## src/rtl/core/rlt_pkg.sv

```systemverilog
// Shared types and constants for the run-length line table core.
// No dependencies; every other file in rtl/core uses this package.
`timescale 1ns / 1ps

package rlt_pkg;

    // Fixed payload widths.
    localparam int LINE_W   = 16;
    localparam int OFFSET_W = 24;
    localparam int MODE_W   = 2;
    localparam int STATUS_W = 2;

    // Input mode codes.
    localparam logic [MODE_W-1:0] MODE_APPEND = 2'd0;
    localparam logic [MODE_W-1:0] MODE_LOOKUP = 2'd1;
    localparam logic [MODE_W-1:0] MODE_CLEAR  = 2'd2;

    // Result status codes.
    localparam logic [STATUS_W-1:0] ST_OK    = 2'd0;
    localparam logic [STATUS_W-1:0] ST_FULL  = 2'd1;
    localparam logic [STATUS_W-1:0] ST_NOREC = 2'd2;

    // Saturation limits of the run length and the offset count.
    localparam logic [LINE_W-1:0]   RUN_LEN_MAX = 16'hFFFF;
    localparam logic [OFFSET_W-1:0] TOTAL_MAX   = 24'hFFFFFF;

    // Configuration register indexes.
    localparam logic REG_LINE_INFO_ENABLE = 1'b0;

    // Classified command passed from the front end to the back end.
    typedef enum logic [1:0] {
        OP_APPEND,
        OP_LOOKUP,
        OP_CLEAR,
        OP_NOP
    } rlt_op_t;

    typedef struct packed {
        rlt_op_t             op;
        logic [LINE_W-1:0]   line;
        logic [OFFSET_W-1:0] offset;
    } rlt_cmd_t;

    // Back end sequencer states.
    typedef enum logic {
        BK_IDLE,
        BK_WALK
    } rlt_bk_state_t;

endpackage

```

## src/rtl/core/rlt_if.sv

```systemverilog
// Valid/ready channel interfaces for request and response transactions.
// Depends on rlt_pkg for the payload widths.
`timescale 1ns / 1ps

interface rlt_req_if;
    logic                         valid;
    logic                         ready;
    logic [rlt_pkg::MODE_W-1:0]   mode;
    logic [rlt_pkg::LINE_W-1:0]   line_number;
    logic [rlt_pkg::OFFSET_W-1:0] offset;

    modport source (output valid, output mode, output line_number, output offset,
                    input ready);
    modport sink   (input valid, input mode, input line_number, input offset,
                    output ready);
endinterface


```

## src/rtl/core/rlt_front.sv

```systemverilog
// Front end: accepts request transactions and classifies them into commands.
// Depends on rlt_pkg and rlt_req_if.
`timescale 1ns / 1ps

module rlt_front #(
    parameter int LINE_BITS = 16
) (
    input  logic              clk,
    input  logic              rst_n,
    rlt_req_if.sink           req,
    input  logic              line_info_enable,
    output rlt_pkg::rlt_cmd_t cmd,
    output logic              cmd_valid,
    input  logic              cmd_ready
);
    import rlt_pkg::*;

    // Lines are kept to LINE_BITS bits; wider settings keep the whole field.
    localparam logic [LINE_W-1:0] LINE_MASK = (LINE_BITS >= LINE_W) ? {LINE_W{1'b1}} :
        LINE_W'((64'd1 << LINE_BITS) - 64'd1);

    rlt_cmd_t cmd_reg, cmd_next;
    logic     valid_reg;
    logic     take;

    assign req.ready = !valid_reg || cmd_ready;
    assign take      = req.valid && req.ready;

    // Decode the mode; disabled appends and lookups turn into no-ops.
    always_comb
    begin
        cmd_next.line   = req.line_number & LINE_MASK;
        cmd_next.offset = req.offset;
        unique case (req.mode)
            MODE_APPEND: cmd_next.op = line_info_enable ? OP_APPEND : OP_NOP;
            MODE_LOOKUP: cmd_next.op = line_info_enable ? OP_LOOKUP : OP_NOP;
            MODE_CLEAR:  cmd_next.op = OP_CLEAR;
            default:     cmd_next.op = OP_NOP;
        endcase
    end

    // Holding register for one classified command.
    always_ff @(posedge clk or negedge rst_n)
    begin
        if (!rst_n)
        begin
            valid_reg <= 1'b0;
        end
        else if (take)
        begin
            valid_reg <= 1'b1;
        end
        else if (cmd_ready)
        begin
            valid_reg <= 1'b0;
        end
    end

    always_ff @(posedge clk)
    begin
        if (take)
        begin
            cmd_reg <= cmd_next;
        end
    end

    assign cmd       = cmd_reg;
    assign cmd_valid = valid_reg;

endmodule

```

## src/flat_wrapper.sv

```systemverilog
// flat-port wrapper written by rule: the top's interface ports become plain ports
module rlt_front_flat import rlt_pkg::*;
#(
    parameter int LINE_BITS = 16
)
  (clk, rst_n, line_info_enable, cmd, cmd_valid, cmd_ready, req_valid, req_mode, req_line_number, req_offset, req_ready);
  rlt_req_if req_i ();
  input  logic clk;
  input  logic rst_n;
  input  logic line_info_enable;
  output rlt_pkg::rlt_cmd_t cmd;
  output logic cmd_valid;
  input  logic cmd_ready;
  input wire logic [$bits(req_i.valid)-1:0] req_valid;
  input wire logic [$bits(req_i.mode)-1:0] req_mode;
  input wire logic [$bits(req_i.line_number)-1:0] req_line_number;
  input wire logic [$bits(req_i.offset)-1:0] req_offset;
  output wire logic [$bits(req_i.ready)-1:0] req_ready;
  assign req_i.valid = req_valid;
  assign req_i.mode = req_mode;
  assign req_i.line_number = req_line_number;
  assign req_i.offset = req_offset;
  assign req_ready = req_i.ready;
  rlt_front #(.LINE_BITS(LINE_BITS)) u_core (.clk(clk), .rst_n(rst_n), .req(req_i), .line_info_enable(line_info_enable), .cmd(cmd), .cmd_valid(cmd_valid), .cmd_ready(cmd_ready));
endmodule
```

## config.mk

```make
export PLATFORM = sky130hd
export DESIGN_NAME = rlt_front_flat
export DESIGN_NICKNAME = d
export VERILOG_FILES = /design/src/rtl/core/rlt_pkg.sv /design/src/rtl/core/rlt_if.sv /design/src/rtl/core/rlt_front.sv /design/src/flat_wrapper.sv
export SDC_FILE = /design/constraint.sdc
export NUM_CORES = 1
export LEC_CHECK = 0
export ABC_AREA = 1
export ABC_CLOCK_PERIOD_IN_PS = 3150
export BUFFER_PORTS_ARGS = -buffer_cell sky130_fd_sc_hd__buf_2
export CORE_UTILIZATION = 25
export DETAILED_ROUTE_END_ITERATION = 16
export GPL_TIMING_DRIVEN = 0
export PLACE_DENSITY = 0.54
export SYNTH_ARGS = -nofsm -noshare
export SYNTH_HDL_FRONTEND = slang
export SYNTH_SLANG_ARGS = --single-unit
```

## constraint.sdc

```tcl
create_clock -name clk -period 3.15 [get_ports clk]
set_input_delay 0 -clock clk [delete_from_list [all_inputs] [get_ports clk]]
set_output_delay 0 -clock clk [all_outputs]
set_load 0.005 [all_outputs]
```

-- Word-level counts from Yosys, hierarchy flattened
Index checks and enable logic that the tools add are counted.
- bits in registers: 43
- input port bits: 47
- output and inout bits: 44
- word-level logic and storage cells: 16
- equality and inequality tests: 2
- multiplexer cells: 5
- reductions and logical operators: 5
- operator list (kind ; number):
    2-bit case mux with 3 select lines ; 1
    2-bit 2-to-1 mux ; 2
    2-bit by 1-bit == test with 1-bit output, second input constant ; 1
    2-bit == test, second input constant ; 1
    2-bit zero test ; 1
    1-bit 2-to-1 mux ; 2
    2-bit nonzero test ; 1
    1-bit logical AND ; 1
    1-bit zero test ; 1
    1-bit logical OR ; 1

-- Longest topological paths before layout
- depth after elaboration: 4
- gate-level depth with buffers: 3

-- Worst setup path before layout
Ideal clock, no wire load.
- path kind: reg2reg
- start point: register u_core.valid_reg, in the netlist u_core.cmd_valid
- end point: register u_core.cmd_reg, in the netlist u_core.cmd[0] (enable)
- data arrival time: 2.488 ns
- data required time: 2.695 ns
- setup slack: 0.207 ns
- cell stages (with the launch flop): 2
- path buffers: 0
- clock period less this slack: 2.943 ns
- path through: dfrtp_1 a21oi_1
- word-level cells in the longest chain between the ends: 3
- RTL lines (what ; RTL line ; text):
    start: declaration ; rlt_front.sv:23 ; logic valid_reg;
    start signal: assignment ; rlt_front.sv:47 ; valid_reg <= 1'b0;
    start signal: assignment ; rlt_front.sv:51 ; valid_reg <= 1'b1;
    start signal: assignment ; rlt_front.sv:55 ; valid_reg <= 1'b0;
    1-bit zero test ; rlt_front.sv:26 ; assign req.ready = !valid_reg || cmd_ready;
    1-bit logical OR ; rlt_front.sv:26 ;
    1-bit logical AND ; rlt_front.sv:27 ; assign take = req.valid && req.ready;
    named net u_core.take ; rlt_front.sv:24 ; logic take;
    end signal: assignment ; rlt_front.sv:63 ; cmd_reg <= cmd_next;
    end: declaration ; rlt_front.sv:22 ; rlt_cmd_t cmd_reg, cmd_next;
The timed path passes the listed nets, and every way through them passes these cells.
A chain may end at the register's enable or synchronous reset.

-- Final worst setup path
- start point: register u_core.valid_reg, in the netlist u_core.cmd_valid
- end point: register u_core.cmd_reg, in the netlist u_core.cmd[27] (enable)
The elaborated chain is that of the path after synthesis.

==> impl_metrics.json <==
{
  "synthXorXnorAreaFrac_pct": 0,
  "grt-ovfl-total": 0,
  "layoutNonFillerInstCount": 267,
  "dp_hpwl_um": 2010,
  "met1_usage_pct": 11.3,
  "cap_violations": 0,
  "fmax_ghz": 0.674,
  "cts_tree": "yes",
  "crit_start": "u_core.cmd_valid",
  "start_util_pct": 25.9,
  "syn_avg_cell_area_sq_um": 25.9,
  "cp.arrival_ps": 1480,
  "dp.cells": 212,
  "reg2reg_setup_slack_ps": 1670,
  "utilization_pct": 48.4,
  "hold_violations": 0,
  "numPortBuffers": 90,
  "routedWlPerCell_um": 11.5,
  "holdBufCountCts": 47,
  "synth_nets": 98,
  "area_growth_pct": 87.2,
  "powerDensity_nw_per_um2": 492,
  "cts_root_buffer": "clkbuf_8",
  "hp-class": "input port to flop",
  "grt_pass1_wl_um": 4480,
  "drive_gt1_share_pct": 50.8,
  "tns_ps": 0,
  "cts_resized": 0,
  "die_height_um": 74.7,
  "synth_seq_area_share_pct": 97.3,
  "seqCellArea_sq_um": 1290,
  "rows": 26,
  "critical_path_required_ps": 3140,
  "clkTransAtPathRegs_ps": 80,
  "ios": 91,
  "htreeDepth": 2,
  "cts_setup_buffers": 0,
  "die_area_sq_um": 5580,
  "insertedDiodeCount": 0,
  "use_met3_pct": 3.08,
  "fp.coreArea_sq_um": 5110,
  "multiInputGateArea_sq_um": 35.0,
  "dr.pass1.iters": 2,
  "cts.sinks": 43,
  "gp_congestion": 0.620,
  "rsz0062_at_grt": "no",
  "worst_pin_slew_ps": 533,
  "grt_pass1_vias": 1047,
  "clock_latency_ps": 290,
  "synth_top_family_by_area": "compound AO/OA/AOI/OAI gates",
  "grt-busiest-layer": "met2",
  "routed_wl_um": 3080,
  "ant_nets": 0,
  "setup_violations": 0,
  "min_from": "req_mode[1]",
  "netlist_area_sq_um": 1320,
  "grt_antenna_before_repair": 0,
  "yosysUniqueCellTypes": 6,
  "hold_slack_ps": 21.9,
  "final_common_cell": "buf_2",
  "numCtsBuffers": 5,
  "die_w_um": 74.7,
  "syn_inst": 51,
  "ys_ff_latch": 43,
  "status": "finished clean",
  "synth.mux.area_fraction_pct": 0,
  "fin_nets": 243,
  "yosys.area_share.adder_pct": 0,
  "synth_compound_area_share_pct": 0.947,
  "gr-usage-met2_pct": 21.0,
  "crit_path_start_kind": "flop",
  "vdd_drop_max_mv": 0.212,
  "vias_per_cell": 3.78,
  "path_max_fanout": 28,
  "slew_headroom_pct": 64.4,
  "drt_iter0_markers": 24,
  "finalClockSkew_ps": 5.38,
  "grt_max_degree": 29,
  "p_leak_uw": 0.00105,
  "finalPower_uw": 1220,
  "layout_worst_path_cycle_share_pct": 47.1,
  "grt.total_usage_pct": 11.1,
  "worstReg2RegStart": "u_core.cmd_valid",
  "largest_reg_flops": 42,
  "vias": 1008,
  "cts.path.max_buffers": 2,
  "drcViolationCount": 0,
  "nFillCells": 477,
  "mostFrequentLayoutCells": "buf_2 (90), dlygate4sd3_1 (47), edfxtp_1 (42)",
  "crit_type": "flop to flop",
  "worstSetupEndpointType": "flop",
  "ys_warn_count": 0,
  "yosys.area_share.simple_pct": 0.852,
  "period_needed_ps": 1480,
  "slew_viol_final": 0
}
[routing by layer]
layer	up-vias	wire length, um
li1	484	-
met1	458	1090
met2	58	1710
met3	8	231
met4	0	44
met5	-	0
[where the power goes]
| group | switching [uW] | internal, uW | total [uW] |
|---|---|---|---|
| clock | 179 | 236 | 415 |
| combinational | 47.6 | 82.1 | 130 |
| sequential | 7.75 | 665 | 673 |
| total | 235 | 983 | 1220 |
[final timing paths]
check / to / cells past startpoint
worst min-delay path: u_core.cmd[40] / 2
worst max-delay path: u_core.cmd[27] / 2
worst min register to register: u_core.cmd[18] / 1
min in group asynchronous: u_core.cmd_valid / 3
max in group asynchronous: u_core.cmd_valid / 3
worst max register to register: u_core.cmd[27] / 2
[critical path: stages (launching register included)]
cell and delay [ps]:
dfrtp_1 440, a21oi_4 480, buf_12 260
[through the flow]
| stage | cell area (sq um) | worst slack [ps] |
|---|---|---|
| finish | 2470 | 1670 |
| global route | 2470 | 1560 |
| CTS | 2470 | 1640 |
| detailed placement | 1890 | 1660 |
| global placement | 1860 | -447 |
| floorplan | 1320 | 207 |
[kinds of logic after synthesis]
logic type	after synthesis
flip-flops	43
AND/OR/NAND/NOR	3
buffers and inverters	3
AO/OA/AOI/OAI	2
[final cells by class]
class,count,area share [%]
clock buffer,5,2.78
timing repair buffer,138,38.0
multi-input combinational,5,1.42
tap,70,3.54
inverter,3,0.455
clock inverter,3,1.77
sequential,43,52.0
[Yosys cell counts (all sizes together)]
master / number / area share [%]
a21oi: 1 / 0.38
dfrtp: 1 / 1.9
edfxtp: 42 / 95
inv: 3 / 0.85
nand2: 3 / 0.85
o21bai: 1 / 0.57
No activity file was read; power rests on OpenSTA's default activity.
