File: src/rtl/core/rlt_pkg.sv
// Shared types and constants for the run-length line table core.
// No dependencies; every other file in rtl/core uses this package.
`timescale 1ns / 1ps

package rlt_pkg;

    // Fixed payload widths.
    localparam int LINE_W   = 16;
    localparam int OFFSET_W = 24;
    localparam int MODE_W   = 2;
    localparam int STATUS_W = 2;

    // Input mode codes.
    localparam logic [MODE_W-1:0] MODE_APPEND = 2'd0;
    localparam logic [MODE_W-1:0] MODE_LOOKUP = 2'd1;
    localparam logic [MODE_W-1:0] MODE_CLEAR  = 2'd2;

    // Result status codes.
    localparam logic [STATUS_W-1:0] ST_OK    = 2'd0;
    localparam logic [STATUS_W-1:0] ST_FULL  = 2'd1;
    localparam logic [STATUS_W-1:0] ST_NOREC = 2'd2;

    // Saturation limits of the run length and the offset count.
    localparam logic [LINE_W-1:0]   RUN_LEN_MAX = 16'hFFFF;
    localparam logic [OFFSET_W-1:0] TOTAL_MAX   = 24'hFFFFFF;

    // Configuration register indexes.
    localparam logic REG_LINE_INFO_ENABLE = 1'b0;

    // Classified command passed from the front end to the back end.
    typedef enum logic [1:0] {
        OP_APPEND,
        OP_LOOKUP,
        OP_CLEAR,
        OP_NOP
    } rlt_op_t;

    typedef struct packed {
        rlt_op_t             op;
        logic [LINE_W-1:0]   line;
        logic [OFFSET_W-1:0] offset;
    } rlt_cmd_t;

    // Back end sequencer states.
    typedef enum logic {
        BK_IDLE,
        BK_WALK
    } rlt_bk_state_t;

endpackage

File: src/rtl/core/rlt_cmd_queue.sv
// Two-entry command queue that decouples the front end from the back end.
// Depends on rlt_pkg for the command type.
`timescale 1ns / 1ps

module rlt_cmd_queue (
    input  logic              clk,
    input  logic              rst_n,
    input  rlt_pkg::rlt_cmd_t push_cmd,
    input  logic              push_valid,
    output logic              push_ready,
    output rlt_pkg::rlt_cmd_t pop_cmd,
    output logic              pop_valid,
    input  logic              pop_ready
);
    import rlt_pkg::*;

    rlt_cmd_t   slot_mem [2];
    logic       wr_ptr_reg;
    logic       rd_ptr_reg;
    logic [1:0] count_reg;
    logic       do_push;
    logic       do_pop;

    assign push_ready = (count_reg != 2'd2);
    assign pop_valid  = (count_reg != 2'd0);
    assign pop_cmd    = slot_mem[rd_ptr_reg];
    assign do_push    = push_valid && push_ready;
    assign do_pop     = pop_valid && pop_ready;

    // Pointers and fill count.
    always_ff @(posedge clk or negedge rst_n)
    begin
        if (!rst_n)
        begin
            wr_ptr_reg <= 1'b0;
            rd_ptr_reg <= 1'b0;
            count_reg  <= 2'd0;
        end
        else
        begin
            if (do_push)
            begin
                wr_ptr_reg <= !wr_ptr_reg;
            end
            if (do_pop)
            begin
                rd_ptr_reg <= !rd_ptr_reg;
            end
            if (do_push && !do_pop)
            begin
                count_reg <= count_reg + 2'd1;
            end
            else if (do_pop && !do_push)
            begin
                count_reg <= count_reg - 2'd1;
            end
        end
    end

    // Entry storage.
    always_ff @(posedge clk)
    begin
        if (do_push)
        begin
            slot_mem[wr_ptr_reg] <= push_cmd;
        end
    end

endmodule

File: config.mk
export PLATFORM = sky130hd
export DESIGN_NAME = rlt_cmd_queue
export DESIGN_NICKNAME = d
export VERILOG_FILES = /design/src/rtl/core/rlt_pkg.sv /design/src/rtl/core/rlt_cmd_queue.sv
export SDC_FILE = /design/constraint.sdc
export NUM_CORES = 1
export LEC_CHECK = 0
export BUFFER_PORTS_ARGS = -buffer_cell sky130_fd_sc_hd__clkbuf_2
export CORE_UTILIZATION = 52
export DETAILED_ROUTE_END_ITERATION = 6
export HOLD_SLACK_MARGIN = 0.06
export PLACE_DENSITY_LB_ADDON = 0.3
export RECOVER_POWER = 100
export SETUP_SLACK_MARGIN = 0.02
export SYNTH_ARGS = -nofsm -noshare
export SYNTH_HDL_FRONTEND = slang
export SYNTH_SLANG_ARGS = --single-unit
File: constraint.sdc
create_clock -name clk -period 4.1 [get_ports clk]
set_clock_uncertainty 0.05 [all_clocks]
set_input_delay 0.41 -clock clk [delete_from_list [all_inputs] [get_ports clk]]
set_output_delay 0.41 -clock clk [all_outputs]
set_load 0.01 [all_outputs]
### After elaboration in Yosys (flattened, before gate mapping)

Memories as Yosys holds them, arrays and structs flattened.
Index checks and enable logic that the tools add are counted.

* eq/ne operators: 1
* reduce and logical (&&, ||, !) cells: 10
* multiplexer cells: 4
* $add $sub $neg: 2

Operator list (count)
* 1-bit logical AND: 4
* 1-bit logical NOT: 4
* 2-bit two-way mux: 2
* 2-bit nonzero test: 2
* 2-bit by 1-bit adder with 2-bit output, second input constant: 1
* 1-bit two-way mux: 2
* 2-bit inequality test, second input constant: 1
* 2-bit by 1-bit subtractor with 2-bit output, second input constant: 1

* register bits after elaboration: 4
* word-level logic and storage cells: 21
* memory bits (writable): 84
* output and inout port bits: 44
* input port bits: 46
* memories: 1

Memories
* slot_mem: words 2, width 42, rd ports 1, clocked after Yosys merged registers in 0, wr ports 1, line rlt_cmd_queue.sv:17 `rlt_cmd_t slot_mem [2];`

### Longest topological paths before layout

Gate-level depths: netlist of the first run.

* depth after elaboration: 6
* mapped depth: 7
* mapped depth without buffers: 7

### Worst setup path before layout of the first run

OpenSTA, ideal clock, no wires.

* kind: reg-to-reg
* from: register count_reg[0]
* to: memory slot_mem[0][0] (netlist name) (enable)
* period minus slack after synthesis: 2959 ps
* path buffers: 0
* path slack: 1141 ps
* setup time: 441 ps
* stages on the path, launching flop included: 4
* required time: 3609 ps
* data arrival time: 2467 ps
* cells stage by stage: dfrtp_1 nand2b_1 nand2_1 nor2_1

* cells in the longest elaborated chain, start to end: 4

RTL lines
* start: declaration: line rlt_cmd_queue.sv:20 `logic [1:0] count_reg;`
* start signal: assignment: line rlt_cmd_queue.sv:51 `count_reg <= count_reg + 2'd1;`
* start signal: assignment: line rlt_cmd_queue.sv:55 `count_reg <= count_reg - 2'd1;`
* 2-bit inequality test: line rlt_cmd_queue.sv:24 `assign push_ready = (count_reg != 2'd2);`
* named net push_ready: line rlt_cmd_queue.sv:10 `output logic push_ready,`
* 1-bit logical AND: line rlt_cmd_queue.sv:27 `assign do_push = push_valid && push_ready;`
* 1-bit two-way mux: line rlt_cmd_queue.sv:63 `if (do_push)`
* 1-bit two-way mux (implied by the code): line rlt_cmd_queue.sv:65 `slot_mem[wr_ptr_reg] <= push_cmd;`
* end: declaration: line rlt_cmd_queue.sv:17

The timed path passes the listed nets, and every way through them passes these cells.

### Worst setup path in the final report of the first run

* from: register count_reg[0]
* to: memory slot_mem[0][13] (netlist name) (enable)

* cells in the longest elaborated chain, start to end: 4

RTL lines (line)
* 2-bit inequality test: rlt_cmd_queue.sv:24
* 1-bit logical AND: rlt_cmd_queue.sv:27
* 1-bit two-way mux: rlt_cmd_queue.sv:63
* 1-bit two-way mux (implied by the code): rlt_cmd_queue.sv:65

Every way passes these cells.

==> key figures, run 1 <==
Detailed routing
  – Routed Antenna Nets: 0
  – Drt total wl: 5.117 mm
  – Vias/cell: 4.900
  – Drt wl/cell: 15.55 µm
  – Drt pass-1 iters: 4
  – DRC viols: 0
  – Iter 0 DRT Violations: 71
  – Via Count: 1612

Final layout
  – Finished Layout Cells: 329
  – Area Growth Syn to Fin: 15.08%
  – # diodes: 0
  – Most common cell after layout, fill and taps aside: edfxtp_1
  – Final core utilization: 62.11%
  – Nets: 294
  – Largest register FFs: 84
  – Share of post-route cells with drive strength above 1: 31.35%
  – Most frequent cells in the layout: edfxtp_1, clkbuf_2, mux2_1
  – Fillers: 492

Placement
  – Placed cells: 312
  – Dpl hpwl: 3.294 mm
  – PortBufs: 89
  – Final GP Congestion: 0.7093
  – Pre-CTS WS: 1.783 ns

Timing
  – RSZ-0062 raised after global routing: false
  – Minimum clock period: 3.017 ns
  – Max Fclk: 0.3315 GHz
  – Relative slew slack: -59.61%
  – Worst-margin pin slew: 2.394 ns
  – Hold slack: 0.1959 ns
  – Final Hold Violating Endpoints: 0
  – Final setup fails: 0
  – Setup ws final: 1.083 ns
  – Period utilization: 73.59%
  – Fin. max-slew vios: 86
  – Setup TNS: 0 ns

Floorplanning
  – Die Height: 83.18 µm
  – Area of the die: 6919 µm²
  – Core area: 6350 µm²
  – Rows: 29
  – Die width: 83.18 µm
  – Initial Util: 53.97%
  – I/O pin cnt: 90

Clock network
  – Clk buf depth: 2
  – CTS clk-pin slew, worst paths: 0.08 ns
  – Max H-tree Level: 3
  – Num CTS Buffers: 9
  – Clk_lat worst skew: 0.35 ns
  – Clk sinks: 88
  – CTS root buffer: clkbuf_8
  – TritonCTS clock tree: done
  – Post-cts sizing count: 0

Yosys
  – Simple-Gate Fraction of Synth Area: 0.9858%
  – Post-synthesis register bit count: 88
  – Adder-Cell Fraction of Synth Area: 0.3651%
  – Compound-gate portion of the synthesized area: 0%
  – Sequential fraction of the synthesis area: 76.52%
  – Largest family of logic cells by synthesized area: multiplexers
  – Synth unique cells: 15
  – Post-synthesis xor/xnor area fraction: 1.278%
  – Syn Std Cell Area: 3427 µm²
  – Mapped Cells: 149
  – Syn Nets: 196
  – Warnings from Yosys: 0
  – Syn_area_per_cell: 23.00 µm²
  – Post-synthesis mux area share: 18.07%

Global route
  – Largest net degree at the start of global routing: 43
  – Total track usage: 15.77%
  – First-pass GRT wire length: 8.010 mm
  – Number of global-route vias before repair: 1714
  – Initial antenna violation count: 0
  – Global route total overflow: 0

Critical path
  – R2R setup slack: 1.08 ns
  – Worst-path maximum fanout: 42
  – Crit Path Class: reg -> reg
  – Worst endpoint data arrival time: 2.89 ns
  – Worst setup EP type: flip-flop
  – Worst EP required: 3.97 ns
  – CP startpoint kind: flip-flop

Power and ir drop
  – Power Density: 690.7 nW/µm²
  – Leak pwr: 1.450 nW
  – Peak VDD IR: 494.7 µV

Run status
  – Status: finished, violations left
  – Failing checks: max-capacitance violations, max-slew violations

Hold path
  – Hold Crit Class: in -> reg

Flow run
  – Max-cap viol count: 2
per-stage QoR:
stage / total power [mW] / instance area, µm²
after global routing: 2.867 / 3944
after detailed placement: 2.312 / 3902
after CTS: 2.951 / 4130
after floorplan: 2.078 / 3427
final: 2.724 / 3944
after global placement: 2.297 / 3902
Yosys cell counts:
library cell  instances  area share, %
xor2_1                2           0.51
nor2_1                2           0.22
xnor2_1               3           0.77
edfxtp_1             84             74
and3_1                1           0.18
mux2_4               39             17
or2_1                 1           0.18
buf_12                4            2.3
ha_1                  1           0.37
mux2_2                3           0.99
buf_6                 1           0.33
inv_1                 1           0.11
dfrtp_1               4            2.9
nand2_1               2           0.22
nand2b_1              1           0.18
report_power, final:
part           internal [mW]  switching (mW)
clock network          0.344           0.296
logic                  0.325           0.408
registers               1.24           0.107
total                   1.91           0.810
final timing paths:
path / start / end / cells after the start
setup / recovery: count_reg[0]$_DFFE_PN0P_ / slot_mem[0][13]$_DFFE_PP_ / 4
hold / removal: push_cmd[1] / slot_mem[0][1]$_DFFE_PP_ / 1
setup reg to reg: count_reg[0]$_DFFE_PN0P_ / slot_mem[0][13]$_DFFE_PP_ / 4
hold reg to reg: count_reg[1]$_DFFE_PN0P_ / count_reg[1]$_DFFE_PN0P_ / 1
max in group asynchronous: rst_n / rd_ptr_reg$_DFFE_PN0P_ / 2
min in group asynchronous: rst_n / wr_ptr_reg$_DFFE_PN0P_ / 2
worst max-delay path: stages (launching register included):
cell	delay [ns]
dfrtp_1	0.42
nand2b_1	0.16
nand2_1	0.14
nor2_4	0.10
clkbuf_1	1.70
layout make-up:
type	count	area (µm²)	share of cell area (%)
multi-input combinational	55	574.3	14.56
sequential	88	2623	66.50
clock inverter	7	93.84	2.379
timing repair buffer	92	429.2	10.88
inverter	1	3.754	0.09518
tap	77	96.34	2.443
clock buffer	9	123.9	3.141
what timing repair did:
item                                   4_1_cts  5_1_grt
buffers inserted                             0        0
endpoints found under the hold margin        4        0
hold buffers                                 1        0
setup endpoints to repair                    0        0
layer usage:
metal	GRT usage, %	up-vias	wire [µm]
li1	-	775	-
met1	17.28	776	2104
met2	26.15	53	2546
met3	7.555	8	364
met4	6.740	0	102
met5	0	-	0
cells by family (layout without fill, tap and decap cells):
group,after synthesis,in the layout
adders and majority gates,1,1
and+or+nand+nor,7,7
DFF,88,88
muxes,42,42
xor gates and xnor gates,5,5
buffers and inverters,6,109
(Power assumes the default switching activity.)
==> run 2: changes to the inputs <==
ABC_AREA = 1   (was not set)
CORE_UTILIZATION = 47   (was 52)
clock period = 2.5 ns   (was 4.1 ns; I/O delays follow)
==> key figures, run 2 <==
Run status
  – Status: complete, no violations

Yosys
  – Most used DFF post-synth: edfxtp_1
  – Post-synthesis register bit count: 88
  – Warnings from Yosys: 0
  – Synth unique cells: 16
  – Post-synth ARST share: 4.545%
  – Mapped Cells: 248
  – Top cell type's share of synthesized area: 74.50%
  – Syn_area_per_cell: 13.65 µm²
  – Dominant cell type by area after synthesis: edfxtp_1
  – Syn Std Cell Area: 3386 µm²
  – Top post-synthesis cells by count: nand2_1, edfxtp_1, nand2_2
  – Sequential fraction of the synthesis area: 77.46%
  – Number of synthesized flops with an enable pin: 84
  – Syn Nets: 295
  – Top cells by area, synth: edfxtp_1, nand2_1, nand2_2, dfrtp_1, buf_6
  – Most common cell in the synthesized netlist: nand2_1

Final layout
  – Nets: 433
  – Most frequent cells in the layout: nand2_1, edfxtp_1, clkbuf_1
  – Share of post-route cells with drive strength above 1: 14.83%
  – # diodes: 0
  – Most common cell after layout, fill and taps aside: nand2_1
  – Largest register FFs: 84
  – Area Growth Syn to Fin: 29.97%
  – Fillers: 581
  – Finished Layout Cells: 487

Detailed routing
  – Routed Antenna Nets: 0
  – DRC viols: 0
  – Drt wl/cell: 13.47 µm
  – Drt pass-1 iters: 4
  – Drt total wl: 6.560 mm
  – Vias/cell: 4.532
  – Iter 0 DRT Violations: 126
  – Via Count: 2207

Floorplanning
  – Die width: 86.88 µm
  – Area of the die: 7547 µm²
  – Core area: 6869 µm²
  – I/O pin cnt: 90
  – Rows: 30
  – Initial Util: 49.29%
  – Die Height: 86.88 µm

Power and ir drop
  – Power Density: 1053 nW/µm²
  – P_int: 2.956 mW
  – Register share of total power: 47.1%
  – NetSw: 1.679 mW
  – Combinational share of power: 32.4%
  – Total chip power: 4.634 mW
  – Peak VDD IR: 519.7 µV
  – Clk pwr share: 20.5%
  – Sw Share: 36.22%
  – Leak pwr: 1.736 nW

Flow run
  – Max-cap viol count: 0

Timing
  – Relative slew slack: 24.74%
  – Max Fclk: 0.4716 GHz
  – Period utilization: 84.81%
  – Final Hold Violating Endpoints: 0
  – Minimum clock period: 2.120 ns
  – Worst-margin pin slew: 1.129 ns
  – Final setup fails: 0
  – Fin. max-slew vios: 0
  – Setup TNS: 0 ns
  – RSZ-0062 raised after global routing: false
  – Setup ws final: 0.3796 ns

Clock network
  – TritonCTS clock tree: done
  – Clk_lat worst skew: 0.35 ns
  – CTS clk-pin slew, worst paths: 0.08 ns
  – Clk sinks: 88
  – CTS root buffer: clkbuf_8
  – Num CTS Buffers: 9
  – Clk buf depth: 2
  – Post-cts sizing count: 0
  – Setup repair bufs after CTS: 0
  – Max H-tree Level: 3

Critical path
  – Crit Path Class: reg -> out
  – CP startpoint kind: flip-flop
  – Worst setup EP type: output pin
  – Worst endpoint data arrival time: 1.82 ns
  – Crit-path most repeated cell: nand2_1
  – Worst-path maximum fanout: 43
  – CP Cell Sequence: inv_4 -> nand2_1 -> nand2_1 -> clkbuf_1
  – Worst EP required: 2.20 ns
  – Slowest-stage cell, CP: dfrtp_2
  – Slowest stage delay, CP: 0.59 ns
  – R2R setup slack: 0.40 ns

Placement
  – Placed cells: 428
  – PortBufs: 89
  – Final GP Congestion: 0.8012
  – Dpl hpwl: 3.924 mm
  – Pre-CTS WS: 0.6817 ns

Global route
  – Initial antenna violation count: 0
  – Largest net degree at the start of global routing: 44
  – First-pass GRT wire length: 10.27 mm
  – Number of global-route vias before repair: 2224
  – Total track usage: 18.80%
  – Global route total overflow: 0

Hold path
  – Hold Crit Class: in -> reg
==> run 2: cell count changes in the layout (fill, tap and decap cells not counted), sizes merged, moves of 2 or more <==
cell         before  now
nand2             2  136
dlygate4sd3       1   43
mux2             42    0
inv               3    8
clkbuf           99  101
clkinvlp          0    2
nand3             0    2
xnor2             3    1
==> run 2: cell families (layout without fill, tap and decap cells) <==
| logic type | count (synthesis) | after routing | synth area share (%) |
|---|---|---|---|
| fa+ha+maj | 1 | 1 | 0.3695 |
| buf+inv | 16 | 159 | 4.176 |
| simple gates | 141 | 141 | 17.48 |
| flops | 88 | 88 | 77.46 |
| xor+xnor | 2 | 2 | 0.5175 |
==> run 2: routing by layer <==
metal	track usage [%]	vias up	share of wire [%]
met3	4.076	17	5.1
met1	22.58	1011	42
li1	-	1101	-
met4	10.15	0	2.4
met5	0	-	0
met2	31.78	78	50
==> run 2: worst max-delay path, delay by kind of cell (launching register included) <==
| family | cells | cell delay, ns |
|---|---|---|
| simple gates | 2 | 0.22 |
| buf+inv | 2 | 0.65 |
| flops | 1 | 0.59 |
==> run 2: worst paths after layout <==
kind                                                from                        end  depth (start not counted)
worst max-delay path              rd_ptr_reg$_DFFE_PN0P_                 pop_cmd[3]                          4
worst min-delay path                           pop_ready     rd_ptr_reg$_DFFE_PN0P_                          3
worst max register to register  count_reg[0]$_DFFE_PN0P_  slot_mem[0][28]$_DFFE_PP_                          5
worst min register to register  count_reg[0]$_DFFE_PN0P_   count_reg[0]$_DFFE_PN0P_                          1
max in group asynchronous                          rst_n     rd_ptr_reg$_DFFE_PN0P_                          2
min in group asynchronous                          rst_n     wr_ptr_reg$_DFFE_PN0P_                          2
==> run 2: power by group through the flow <==
stage / Clock, mW / Combinational, mW / Sequential, mW
2_1_floorplan: 0 / 1.14 / 2.15
3_3_place_gp: 0 / 1.55 / 2.20
3_5_place_dp: 0 / 1.58 / 2.22
4_1_cts: 0.967 / 1.64 / 2.19
5_1_grt: 1.03 / 1.69 / 2.22
6_report: 0.952 / 1.50 / 2.18
==> run 2: what timing repair did <==
action	in CTS	in global routing
hold endpoints to repair	88	0
setup endpoints to repair	0	0
hold buffers	43	0
==> run 2: per-stage QoR <==
stage          hold WS, ns  util [%]  area (µm²)
2_1_floorplan     -0.09559         -        3386
3_3_place_gp       0.01087     56.63        3890
3_5_place_dp       0.01205     56.63        3890
4_1_cts            0.08638     65.72        4514
5_1_grt            0.09557     64.06        4400
6_report           0.09921     64.06        4400
==> run 2: final cells by class <==
class                   instances  area (µm²)  share of cell area, %
clock buffers                   9       123.9                  2.815
clock inverters                 7       70.07                  1.592
inverters                       7       28.78                 0.6540
multi-input cells             144       624.3                  14.19
flip-flops and latches         88        2624                  59.62
well taps                      96       120.1                  2.730
repair buffers                136       809.5                  18.40
